$ cat src/rtl/core/mts_pkg.sv
// types, character codes and entity tables for the markup tag stripper
// no dependencies
`default_nettype none

package mts_pkg;

    // default depth of the queue between front and back
    localparam int unsigned MTS_QUEUE_DEPTH = 4;

    // character codes
    localparam logic [7:0] CHAR_LT    = 8'h3C;
    localparam logic [7:0] CHAR_GT    = 8'h3E;
    localparam logic [7:0] CHAR_AMP   = 8'h26;
    localparam logic [7:0] CHAR_TAB   = 8'h09;
    localparam logic [7:0] CHAR_LF    = 8'h0A;
    localparam logic [7:0] CHAR_CR    = 8'h0D;
    localparam logic [7:0] CHAR_SPACE = 8'h20;
    localparam logic [7:0] CHAR_STAR  = 8'h2A;
    localparam logic [7:0] CHAR_BSL   = 8'h5C;
    localparam logic [7:0] CHAR_DOLL  = 8'h24;
    localparam logic [7:0] CHAR_LBRC  = 8'h7B;
    localparam logic [7:0] CHAR_RBRC  = 8'h7D;
    localparam logic [7:0] CHAR_TILDE = 8'h7E;
    localparam logic [7:0] CHAR_CARET = 8'h5E;
    localparam logic [7:0] CHAR_USCR  = 8'h5F;
    localparam logic [7:0] CHAR_PCT   = 8'h25;
    localparam logic [7:0] CHAR_HASH  = 8'h23;
    localparam logic [7:0] CHAR_SEMI  = 8'h3B;
    localparam logic [7:0] CHAR_LOW_B = 8'h62;
    localparam logic [7:0] CHAR_LOW_G = 8'h67;
    localparam logic [7:0] CHAR_LOW_L = 8'h6C;
    localparam logic [7:0] CHAR_LOW_N = 8'h6E;
    localparam logic [7:0] CHAR_LOW_P = 8'h70;
    localparam logic [7:0] CHAR_LOW_S = 8'h73;
    localparam logic [7:0] CHAR_LOW_T = 8'h74;
    localparam logic [7:0] CHAR_LOW_U = 8'h75;

    // entity selectors
    localparam logic [1:0] SEL_LT   = 2'd0;
    localparam logic [1:0] SEL_GT   = 2'd1;
    localparam logic [1:0] SEL_NBSP = 2'd2;
    localparam logic [1:0] SEL_BULL = 2'd3;

    // entity match state
    typedef enum logic [2:0] {
        ENT_NONE = 3'd0,
        ENT_AMP  = 3'd1,
        ENT_LT   = 3'd2,
        ENT_GT   = 3'd3,
        ENT_NBSP = 3'd4,
        ENT_BULL = 3'd5
    } ent_kind_t;

    // input item
    typedef struct packed {
        logic [7:0] in_byte;
        logic       is_last;
    } in_item_t;

    // result item
    typedef struct packed {
        logic [7:0] out_byte;
        logic       run_last;
    } out_item_t;

    // burst of results caused by one input item:
    // replayed letters, then optional CR LF CR LF, then one optional byte
    typedef struct packed {
        logic [1:0] ent_sel;
        logic [2:0] rep_cnt;
        logic       crlf;
        logic       one_vld;
        logic [7:0] one_byte;
        logic [2:0] total;
    } burst_t;

    // letter idx of an entity name (after the ampersand)
    function automatic logic [7:0] ent_letter(input logic [1:0] sel, input logic [2:0] idx);
        logic [7:0] ch;
        ch = 8'h00;
        unique case ({sel, idx})
            {SEL_LT, 3'd0}:   ch = CHAR_LOW_L;
            {SEL_LT, 3'd1}:   ch = CHAR_LOW_T;
            {SEL_LT, 3'd2}:   ch = CHAR_SEMI;
            {SEL_GT, 3'd0}:   ch = CHAR_LOW_G;
            {SEL_GT, 3'd1}:   ch = CHAR_LOW_T;
            {SEL_GT, 3'd2}:   ch = CHAR_SEMI;
            {SEL_NBSP, 3'd0}: ch = CHAR_LOW_N;
            {SEL_NBSP, 3'd1}: ch = CHAR_LOW_B;
            {SEL_NBSP, 3'd2}: ch = CHAR_LOW_S;
            {SEL_NBSP, 3'd3}: ch = CHAR_LOW_P;
            {SEL_NBSP, 3'd4}: ch = CHAR_SEMI;
            {SEL_BULL, 3'd0}: ch = CHAR_LOW_B;
            {SEL_BULL, 3'd1}: ch = CHAR_LOW_U;
            {SEL_BULL, 3'd2}: ch = CHAR_LOW_L;
            {SEL_BULL, 3'd3}: ch = CHAR_LOW_L;
            {SEL_BULL, 3'd4}: ch = CHAR_SEMI;
            default:          ch = 8'h00;
        endcase
        return ch;
    endfunction

    // length of an entity name including the semicolon
    function automatic logic [2:0] ent_len(input logic [1:0] sel);
        logic [2:0] len;
        len = 3'd3;
        unique case (sel)
            SEL_LT, SEL_GT:     len = 3'd3;
            SEL_NBSP, SEL_BULL: len = 3'd5;
            default:            len = 3'd3;
        endcase
        return len;
    endfunction

endpackage

`default_nettype wire

$ cat src/rtl/core/mts_front.sv
// front part: accepts input items, tracks tag and entity state, builds one burst per item
// depends on mts_pkg
`default_nettype none

module mts_front
    import mts_pkg::*;
(
    input  wire logic     aclk,
    input  wire logic     aresetn,
    input  wire logic     s_valid,
    output logic          s_ready,
    input  wire in_item_t s_data,
    input  wire logic     q_full,
    output logic          q_push,
    output burst_t        q_data
);

    logic      it_reg, it_next;
    logic      aob_reg, aob_next;
    ent_kind_t kind_reg, kind_next;
    logic [2:0] pos_reg, pos_next;

    logic       fire;
    logic [7:0] b;
    logic       ordinary;
    logic [2:0] kind_off;
    logic [1:0] cur_sel;
    logic [2:0] cur_len;
    logic [2:0] pos_inc;
    logic [2:0] tail_off;
    burst_t     bst;

    assign s_ready = !q_full;
    assign fire    = s_valid && s_ready;

    // decode of the pending entity
    assign kind_off = 3'(kind_reg - ENT_LT);
    assign cur_sel  = kind_off[1:0];
    assign cur_len  = ent_len(cur_sel);
    assign pos_inc  = pos_reg + 3'd1;

    // classify the item and work out the next state
    always_comb begin
        b         = s_data.in_byte;
        ordinary  = 1'b1;
        it_next   = it_reg;
        aob_next  = aob_reg;
        kind_next = kind_reg;
        pos_next  = pos_reg;
        tail_off  = 3'd0;
        bst       = '0;

        // entity matching
        unique case (kind_reg)
            ENT_AMP: begin
                kind_next = ENT_NONE;
                pos_next  = 3'd0;
                priority if (b == ent_letter(SEL_LT, 3'd0)) begin
                    kind_next = ENT_LT;
                    pos_next  = 3'd1;
                    ordinary  = 1'b0;
                end else if (b == ent_letter(SEL_GT, 3'd0)) begin
                    kind_next = ENT_GT;
                    pos_next  = 3'd1;
                    ordinary  = 1'b0;
                end else if (b == ent_letter(SEL_NBSP, 3'd0)) begin
                    kind_next = ENT_NBSP;
                    pos_next  = 3'd1;
                    ordinary  = 1'b0;
                end else if (b == ent_letter(SEL_BULL, 3'd0)) begin
                    kind_next = ENT_BULL;
                    pos_next  = 3'd1;
                    ordinary  = 1'b0;
                end else begin
                    ordinary  = 1'b1;
                end
            end
            ENT_LT, ENT_GT, ENT_NBSP, ENT_BULL: begin
                if (pos_reg < cur_len && b == ent_letter(cur_sel, pos_reg)) begin
                    ordinary = 1'b0;
                    if (pos_inc == cur_len) begin
                        kind_next = ENT_NONE;
                        pos_next  = 3'd0;
                        unique case (cur_sel)
                            SEL_LT:   it_next = 1'b1;
                            SEL_GT:   it_next = 1'b0;
                            SEL_BULL: begin
                                bst.one_vld  = 1'b1;
                                bst.one_byte = CHAR_STAR;
                            end
                            default:  it_next = it_reg;
                        endcase
                    end else begin
                        pos_next = pos_inc;
                    end
                end else begin
                    // broken match: replay the matched letters outside a tag
                    bst.ent_sel = cur_sel;
                    bst.rep_cnt = it_reg ? 3'd0 : pos_reg;
                    kind_next   = ENT_NONE;
                    pos_next    = 3'd0;
                end
            end
            default: begin
                kind_next = ENT_NONE;
                pos_next  = 3'd0;
            end
        endcase

        // ordinary byte handling
        if (ordinary) begin
            if (aob_reg) begin
                aob_next = 1'b0;
                bst.crlf = (b == CHAR_LOW_P);
            end
            unique case (b)
                CHAR_LT: begin
                    it_next  = 1'b1;
                    aob_next = 1'b1;
                end
                CHAR_GT: begin
                    it_next = 1'b0;
                end
                CHAR_AMP: begin
                    kind_next = ENT_AMP;
                    pos_next  = 3'd0;
                end
                CHAR_TAB, CHAR_BSL, CHAR_DOLL, CHAR_LBRC, CHAR_RBRC,
                CHAR_TILDE, CHAR_CARET, CHAR_USCR, CHAR_PCT, CHAR_HASH: begin
                    bst.one_vld = 1'b0;
                end
                CHAR_LF: begin
                    bst.one_vld  = !it_reg;
                    bst.one_byte = CHAR_SPACE;
                end
                default: begin
                    bst.one_vld  = !it_reg;
                    bst.one_byte = b;
                end
            endcase
        end

        // final byte: flush a pending prefix and start fresh
        if (s_data.is_last) begin
            if (kind_next >= ENT_LT && kind_next <= ENT_BULL) begin
                tail_off    = 3'(kind_next - ENT_LT);
                bst.ent_sel = tail_off[1:0];
                bst.rep_cnt = it_next ? 3'd0 : pos_next;
            end
            it_next   = 1'b0;
            aob_next  = 1'b0;
            kind_next = ENT_NONE;
            pos_next  = 3'd0;
        end

        bst.total = bst.rep_cnt + (bst.crlf ? 3'd4 : 3'd0) + {2'b00, bst.one_vld};
    end

    assign q_push = fire && (bst.total != 3'd0);
    assign q_data = bst;

    // state registers
    always_ff @(posedge aclk) begin
        if (!aresetn) begin
            it_reg   <= 1'b0;
            aob_reg  <= 1'b0;
            kind_reg <= ENT_NONE;
            pos_reg  <= 3'd0;
        end else if (fire) begin
            it_reg   <= it_next;
            aob_reg  <= aob_next;
            kind_reg <= kind_next;
            pos_reg  <= pos_next;
        end
    end

endmodule

`default_nettype wire

$ cat src/rtl/core/mts_queue.sv
// short queue of bursts between the front and back parts
// depends on mts_pkg
`default_nettype none

module mts_queue
    import mts_pkg::*;
#(
    parameter int unsigned DEPTH = MTS_QUEUE_DEPTH
) (
    input  wire logic   aclk,
    input  wire logic   aresetn,
    input  wire logic   push,
    input  wire burst_t push_data,
    output logic        full,
    input  wire logic   pop,
    output logic        nonempty,
    output burst_t      head
);

    localparam int unsigned PTR_W = (DEPTH > 1) ? $clog2(DEPTH) : 1;
    localparam int unsigned CNT_W = $clog2(DEPTH + 1);

    burst_t             slot_reg [DEPTH];
    logic [PTR_W-1:0]   wr_ptr_reg, wr_ptr_next;
    logic [PTR_W-1:0]   rd_ptr_reg, rd_ptr_next;
    logic [CNT_W-1:0]   cnt_reg, cnt_next;
    logic               do_push, do_pop;

    assign full     = (cnt_reg == CNT_W'(DEPTH));
    assign nonempty = (cnt_reg != '0);
    assign head     = slot_reg[rd_ptr_reg];
    assign do_push  = push && !full;
    assign do_pop   = pop && nonempty;

    // pointer and fill count update
    always_comb begin
        wr_ptr_next = wr_ptr_reg;
        rd_ptr_next = rd_ptr_reg;
        cnt_next    = cnt_reg;
        if (do_push) begin
            wr_ptr_next = (wr_ptr_reg == PTR_W'(DEPTH - 1)) ? '0 : wr_ptr_reg + 1'b1;
        end
        if (do_pop) begin
            rd_ptr_next = (rd_ptr_reg == PTR_W'(DEPTH - 1)) ? '0 : rd_ptr_reg + 1'b1;
        end
        if (do_push && !do_pop) begin
            cnt_next = cnt_reg + 1'b1;
        end else if (do_pop && !do_push) begin
            cnt_next = cnt_reg - 1'b1;
        end
    end

    always_ff @(posedge aclk) begin
        if (!aresetn) begin
            wr_ptr_reg <= '0;
            rd_ptr_reg <= '0;
            cnt_reg    <= '0;
        end else begin
            wr_ptr_reg <= wr_ptr_next;
            rd_ptr_reg <= rd_ptr_next;
            cnt_reg    <= cnt_next;
        end
    end

    // slot storage
    always_ff @(posedge aclk) begin
        if (do_push) begin
            slot_reg[wr_ptr_reg] <= push_data;
        end
    end

endmodule

`default_nettype wire

$ cat src/rtl/core/mts_back.sv
// back part: plays out one burst at a time, one result item per cycle while m_ready is high
// depends on mts_pkg
`default_nettype none

module mts_back
    import mts_pkg::*;
(
    input  wire logic   aclk,
    input  wire logic   aresetn,
    input  wire logic   q_nonempty,
    input  wire burst_t q_head,
    output logic        q_pop,
    output logic        m_valid,
    input  wire logic   m_ready,
    output out_item_t   m_data
);

    burst_t     cur_reg, cur_next;
    logic       vld_reg, vld_next;
    logic [2:0] pos_reg, pos_next;

    logic [2:0] last_pos;
    logic       at_last;
    logic       take;
    logic [2:0] crlf_idx;

    assign last_pos = cur_reg.total - 3'd1;
    assign at_last  = (pos_reg == last_pos);
    assign take     = vld_reg && m_ready;

    // load the next burst when idle or when the current one finishes
    assign q_pop = q_nonempty && (!vld_reg || (take && at_last));

    // byte select within the burst
    assign crlf_idx = pos_reg - cur_reg.rep_cnt;
    always_comb begin
        m_data.run_last = at_last;
        if (pos_reg < cur_reg.rep_cnt) begin
            m_data.out_byte = ent_letter(cur_reg.ent_sel, pos_reg);
        end else if (cur_reg.crlf && crlf_idx < 3'd4) begin
            m_data.out_byte = crlf_idx[0] ? CHAR_LF : CHAR_CR;
        end else begin
            m_data.out_byte = cur_reg.one_byte;
        end
    end
    assign m_valid = vld_reg;

    // sequencer next state
    always_comb begin
        cur_next = cur_reg;
        vld_next = vld_reg;
        pos_next = pos_reg;
        if (q_pop) begin
            cur_next = q_head;
            vld_next = 1'b1;
            pos_next = 3'd0;
        end else if (take) begin
            if (at_last) begin
                vld_next = 1'b0;
                pos_next = 3'd0;
            end else begin
                pos_next = pos_reg + 3'd1;
            end
        end
    end

    always_ff @(posedge aclk) begin
        if (!aresetn) begin
            vld_reg <= 1'b0;
            pos_reg <= 3'd0;
        end else begin
            vld_reg <= vld_next;
            pos_reg <= pos_next;
        end
    end

    always_ff @(posedge aclk) begin
        cur_reg <= cur_next;
    end

endmodule

`default_nettype wire

$ cat src/rtl/core/markup_tag_stripper.sv
// top level of the markup tag stripper: front, burst queue and back
// depends on mts_pkg, mts_front, mts_queue, mts_back
//
//  channel | direction | handshake          | payload
//  s_      | in        | s_valid / s_ready  | s_data  (in_item_t: in_byte, is_last)
//  m_      | out       | m_valid / m_ready  | m_data  (out_item_t: out_byte, run_last)
//
// the front takes one item per cycle while the burst queue has room
// each item gives zero to five result items; the back sends one per cycle
// an item with no results never reaches the queue
// the back's one-byte-per-cycle sequencer sets the sustained rate on long bursts
// reset (aresetn low at a clock edge) clears tag and entity state and empties the queue
// m_ready low stalls the back only; the front runs on until the queue fills
`default_nettype none

module markup_tag_stripper
    import mts_pkg::*;
#(
    parameter int unsigned QUEUE_DEPTH = MTS_QUEUE_DEPTH
) (
    input  wire logic      aclk,
    input  wire logic      aresetn,
    input  wire logic      s_valid,
    output logic           s_ready,
    input  wire in_item_t  s_data,
    output logic           m_valid,
    input  wire logic      m_ready,
    output out_item_t      m_data
);

    logic   q_push, q_full, q_pop, q_nonempty;
    burst_t q_wdata, q_head;

    // classify items
    mts_front u_front (
        .aclk    (aclk),
        .aresetn (aresetn),
        .s_valid (s_valid),
        .s_ready (s_ready),
        .s_data  (s_data),
        .q_full  (q_full),
        .q_push  (q_push),
        .q_data  (q_wdata)
    );

    // decoupling queue
    mts_queue #(
        .DEPTH (QUEUE_DEPTH)
    ) u_queue (
        .aclk      (aclk),
        .aresetn   (aresetn),
        .push      (q_push),
        .push_data (q_wdata),
        .full      (q_full),
        .pop       (q_pop),
        .nonempty  (q_nonempty),
        .head      (q_head)
    );

    // play out bursts
    mts_back u_back (
        .aclk       (aclk),
        .aresetn    (aresetn),
        .q_nonempty (q_nonempty),
        .q_head     (q_head),
        .q_pop      (q_pop),
        .m_valid    (m_valid),
        .m_ready    (m_ready),
        .m_data     (m_data)
    );

endmodule

`default_nettype wire

$ cat config.mk
export PLATFORM = sky130hd
export DESIGN_NAME = markup_tag_stripper
export DESIGN_NICKNAME = d
export VERILOG_FILES = /design/src/rtl/core/mts_pkg.sv /design/src/rtl/core/mts_front.sv /design/src/rtl/core/mts_queue.sv /design/src/rtl/core/mts_back.sv /design/src/rtl/core/markup_tag_stripper.sv
export SDC_FILE = /design/constraint.sdc
export NUM_CORES = 1
export LEC_CHECK = 0
export BUFFER_PORTS_ARGS = -buffer_cell sky130_fd_sc_hd__buf_2
export CAP_MARGIN = 20
export CORE_MARGIN = 2
export CORE_UTILIZATION = 39
export DETAILED_ROUTE_END_ITERATION = 8
export GPL_TIMING_DRIVEN = 0
export PLACE_DENSITY_LB_ADDON = 0.2
export SLEW_MARGIN = 5
export SYNTH_ARGS = -nofsm -noshare
export SYNTH_HDL_FRONTEND = slang
export SYNTH_SLANG_ARGS = --single-unit
$ cat constraint.sdc
create_clock -name aclk -period 14.6 [get_ports aclk]
set_clock_uncertainty 0.15 [all_clocks]
set_input_delay 1.46 -clock aclk [delete_from_list [all_inputs] [get_ports aclk]]
set_output_delay 1.46 -clock aclk [all_outputs]
set_load 0.02 [all_outputs]
# After elaboration in Yosys (flattened, before gate mapping)
# Memories as Yosys holds them, arrays and structs flattened. A register that Yosys moved wholly into a read port is not among the register bits.
# Index checks and enable logic that the tools add are counted.
# totals
in_bits	13
ramBits	72
output_inout_bits	11
n_memories	3
romBits	448
wordCells	163
regBits	19
# op_classes
bitwise	1
addsub	12
n_lt_le_gt_ge	5
n_reduce_logical	34
muxes	66
eq_ne	33
# memory_table
memory	depth	width	rd	rd_ports_with_merged_regs	wr	line	source
(name not given)	32	7	1	0	0	mts_pkg.sv:81	unique case ({sel, idx})
(name not given)	32	7	1	0	0	mts_pkg.sv:81	
u_queue.slot_reg	4	18	1	1	1	mts_queue.sv:23	burst_t slot_reg [DEPTH];
# ops
operator	count
8-bit by 7-bit == test with 1-bit output (second input constant)	11
3-bit 2-to-1 mux	24
8-bit by 6-bit == test with 1-bit output (second input constant)	6
9-bit 2-to-1 mux	4
8-bit 2-to-1 mux	3
1-bit 2-to-1 mux	20
5-bit 2-to-1 mux	4
3-bit one-hot mux with 2 select lines	3
8-bit by 4-bit == test with 1-bit output (second input constant)	2
8-bit one-hot mux with 2 select lines	1
13-bit OR reduction	1
1-bit logical AND	12
10-bit 2-to-1 mux	1
10-bit OR reduction	1
3-bit by 1-bit adder with 3-bit output (second input constant)	3
3-bit == test (second input constant)	3
2-bit == test (second input constant)	4
8-bit == test	1
1-bit one-hot mux with 2 select lines	4
2-bit nonzero test	4
3-bit by 2-bit == test with 1-bit output (second input constant)	2
3-bit == test	2
3-bit < comparator	2
3-bit nonzero test	2
other kinds (20)	31

# Longest topological paths before layout
# logic_depth
word_depth	23
ltp_mapped	25
depth_no_buf	24

# By module
# From an unflattened synthesis, not the netlist that was laid out.
# unflattened
hier_cells	488
hier_area_um2	6005.8
# by_module_without_submodules
module	instances	seq_area_each_um2	cells_per_inst	area_each_um2
mts_queue	1	2342.2	145	3120.5
mts_front	1	160.2	204	1511.4
mts_back	1	590.6	139	1373.8

# Least setup slack after synthesis
# Ideal clock, no wire load.
# synth_timing
path_kind	input -> register
startpoint	input s_data[1] (netlist name)
endpoint	register u_queue.cnt_reg[2]
n_path_buf	1
t_required_ns	14.374
arrival_ns	5.877
setup_time_ns	0.076
stages	21
setup_slack_ns	8.498
cell_sequence	clkbuf_1 inv_1 a2111oi_4 nor3_2 or4_4 nand3b_1 mux2i_1 nor2_1 a22o_1 ha_1 ha_1 inv_1 a31oi_1 or3_4 a31oi_4 ha_1 inv_1 fa_1 xor2_1 or3_1 a21boi_0
# synth_rtl
item	line	source
start, declared	markup_tag_stripper.sv:25	input wire in_item_t s_data,
end signal, assigned	mts_queue.sv:61	cnt_reg <= cnt_next;
end, declared	mts_queue.sv:26	logic [CNT_W-1:0] cnt_reg, cnt_next;

==> impl_metrics.env <==
export IMPL_io_buffers=21
export IMPL_nets=533
export IMPL_synth_seq_cells=104
export IMPL_viasPerCell=5.38
export IMPL_worstSetupPathDepth=22
export IMPL_whs_path_depth=2
export IMPL_antenna_found_initial=0
export IMPL_min_period_ps=6500
export IMPL_cts_sinks=104
export IMPL_cpPeakStageDelay_ps=590
export IMPL_globalplace_congestion=0.874
export IMPL_synth_edf_count=85
export IMPL_p_seq_share_pct=43.0
export IMPL_crit_fanout=10
export IMPL_fp_dieW_um=123
export IMPL_hold_path_class="reg2reg"
export IMPL_cts_htree_levels=3
export IMPL_firstDrtPassIters=5
export IMPL_critPathKind="in2reg"
export IMPL_status="finished clean"
export IMPL_cts_tree="built"
export IMPL_area_growth_pct=11.7
export IMPL_vias=3649
export IMPL_r2r_end="u_queue.cnt_reg[2]"
export IMPL_dp_hpwl_um=8610
export IMPL_critPathLaunchType="input pin"
export IMPL_setup_viol=0
export IMPL_period_share_pct=44.5
export IMPL_power_frac_comb_pct=30.8
export IMPL_hold_viol_final=0
export IMPL_clock_path_buffers=2
export IMPL_fmax_mhz=154
export IMPL_slew_headroom_pct=38.4
export IMPL_tightest_slew_ps=925
export IMPL_cp_data_required_time_ps=14720
export IMPL_drc_errors=0
export IMPL_synth_top_cell_by_area="edfxtp_1"
export IMPL_synth_cell_types=62
export IMPL_yosys_most_used_dff="edfxtp_1"
export IMPL_cap_violations=0
export IMPL_synth_most_common_cell="edfxtp_1"
export IMPL_largest_reg_flops=68
export IMPL_grt_max_degree=20
export IMPL_ys_warn_count=0
export IMPL_r2r_start="u_front.kind_reg[1]"
export IMPL_crit_buf_inv=5
export IMPL_syn_nets=501
export IMPL_p_sw_share_pct=32.1
export IMPL_synthesis_area_mm2=0.00551
export IMPL_p_clk_share_pct=26.2
export IMPL_leakage_uw=0.00216
export IMPL_rows=43
export IMPL_power_density_mw_per_mm2=153
export IMPL_first_global_vias=3664
export IMPL_critPathTopFamily="simple AND/OR/NAND/NOR gates"
export IMPL_peakVddDrop_mv=0.0671
export IMPL_worst_r2r_path_depth=25
export IMPL_synth_top_area_share_pct=46.3
export IMPL_rsz0062_at_grt="false"
export IMPL_dr_first_iter_drc_count=227
export IMPL_yosysSeqAreaShare_pct=53.2
export IMPL_hp_start="u_front.aob_reg"
export IMPL_slowest_stage="or4_4"
export IMPL_grt_use_total_pct=16.8
export IMPL_slew_violations=0
export IMPL_synthTopCellsByCount="85 x edfxtp_1, 37 x nand2_1, 30 x inv_1, 26 x ha_1, 26 x nor2_1"
export IMPL_io_pins=24
export IMPL_whs_endpoint="u_front.aob_reg"
export IMPL_r2r_slack_ps=8280
export IMPL_synthTopCellsByArea="edfxtp_1 46%, mux4_2 6.9%, dfxtp_1 6.9%"
export IMPL_wl_per_cell_um=17.3
export IMPL_arrival_ps=6610
export IMPL_hold_buffers=0
export IMPL_syn_inst=461
export IMPL_routed_wl_um=11700
export IMPL_cp_cell_sequence="buf_2, clkbuf_1, inv_1, a2111oi_4, nor3_2, or4_4, nand3b_1, mux2i_1, nor2_1, a22o_1, ha_1, ha_1, inv_1, a31oi_1, or3_4, a31oi_4, ha_1, inv_1, fa_1, xor2_1, or3_1, a21boi_0"
export IMPL_clk_pin_slew_worst_paths_ps=70
export IMPL_async_flop_share_pct=0
export IMPL_fp_dieH_um=123
export IMPL_dieArea_mm2=0.0151
export IMPL_placed_cell_area_mm2=0.00584
export IMPL_fin_cells=678
export IMPL_drive_gt1_share_pct=13.3
export IMPL_grt_pass1_wl_um=19200
export IMPL_cts_setup_buffers=0
export IMPL_numCtsBuffers=9
export IMPL_fin_area_mm2=0.00615
export IMPL_grt_overflow_total=0
export IMPL_core_mm2=0.0138
export IMPL_p_sw_uw=303
export IMPL_clockRootBuffer="clkbuf_16"
export IMPL_dp_cells=662
export IMPL_cts_resized=0
export IMPL_worst_skew_pair_late_latency_ps=340
export IMPL_start_util_pct=39.8
export IMPL_n_antenna_cell=0
export IMPL_setup_worst_path_end_class="flip-flop"
export IMPL_tns_ps=0
export IMPL_antenna_left=0
export IMPL_p_int_uw=641
export IMPL_synth_area_per_cell_um2=12.0
## placed cells by master (no fill, tap or decap), drive strengths merged, types with 14 or more instances in the layout
master	count
a21oi	15
buf	25
nor3	14
nor2	26
ha	26
o21ai	21
inv	33
dfxtp	19
nor2b	14
mux4	17
nand2	37
clkbuf	26
edfxtp	85
## worst register-to-register path, cell delays in order, from the launching register on
cell      delay, ps
dfxtp_1         390
buf_6           150
clkbuf_1        380
inv_1           180
ha_1            310
a21o_1          170
a211oi_1        250
and3_1          200
nand4_1         190
or4_4           570
nand3b_1        120
mux2i_1         280
nor2_1           90
a22o_1          250
ha_1            220
ha_1            170
inv_1            70
a31oi_1          50
or3_4           410
a31oi_4         280
ha_1            230
inv_1            70
fa_1            420
xor2_1          180
or3_1           310
a21boi_0        160
## worst max-delay path by stage
stage,startpoint,to
finish,s_data[1],u_queue.cnt_reg[2]
global route,s_data[1],u_queue.cnt_reg[2]
CTS,s_data[1],u_queue.cnt_reg[2]
detailed placement,s_data[1],u_queue.cnt_reg[2]
global placement,s_data[1],u_queue.cnt_reg[2]
floorplan,s_data[1],u_queue.cnt_reg[2]
## power by group through the flow
stage	Combinational (µW)	Clock [µW]	Sequential, µW
6_report	291	247	405
5_1_grt	328	265	411
4_1_cts	297	252	406
3_5_place_dp	296	0	413
3_3_place_gp	290	0	410
2_1_floorplan	221	0	407
## cell families after synthesis
logic type	synth area share, %
xor+xnor	2.23
simple gates	14.8
compound gates	11.2
mux	8.61
flops	53.2
fa+ha+maj	6.27
buf+inv	3.68
## per-stage QoR
stage	total power (µW)	hold slack [ps]	util [%]	worst slack [ps]
after floorplan	628	301	-	8500
after global placement	701	331	42.2	7830
after detailed placement	709	350	42.2	7720
after CTS	955	360	44.5	8070
after global routing	1000	380	44.5	7760
final	944	353	44.5	8100
## area by class of cell
type | count | area, µm²
well taps | 180 | 225
fillers | 1289 | 7680
inverters | 30 | 113
flip-flops and latches | 104 | 2930
plain buffers | 21 | 90.1
clock inverters | 7 | 86.3
clock buffers | 9 | 225
multi-input cells | 306 | 2370
repair buffers | 21 | 105
## layer usage
layer	GRT usage [%]	share of wire, %	vias to the layer above
met4	4.24	1.0	0
met3	4.14	3.5	10
met1	21.6	47	1780
met5	0	0	-
li1	-	-	1780
met2	28.3	49	79
Power figures use the tool's default switching activity.
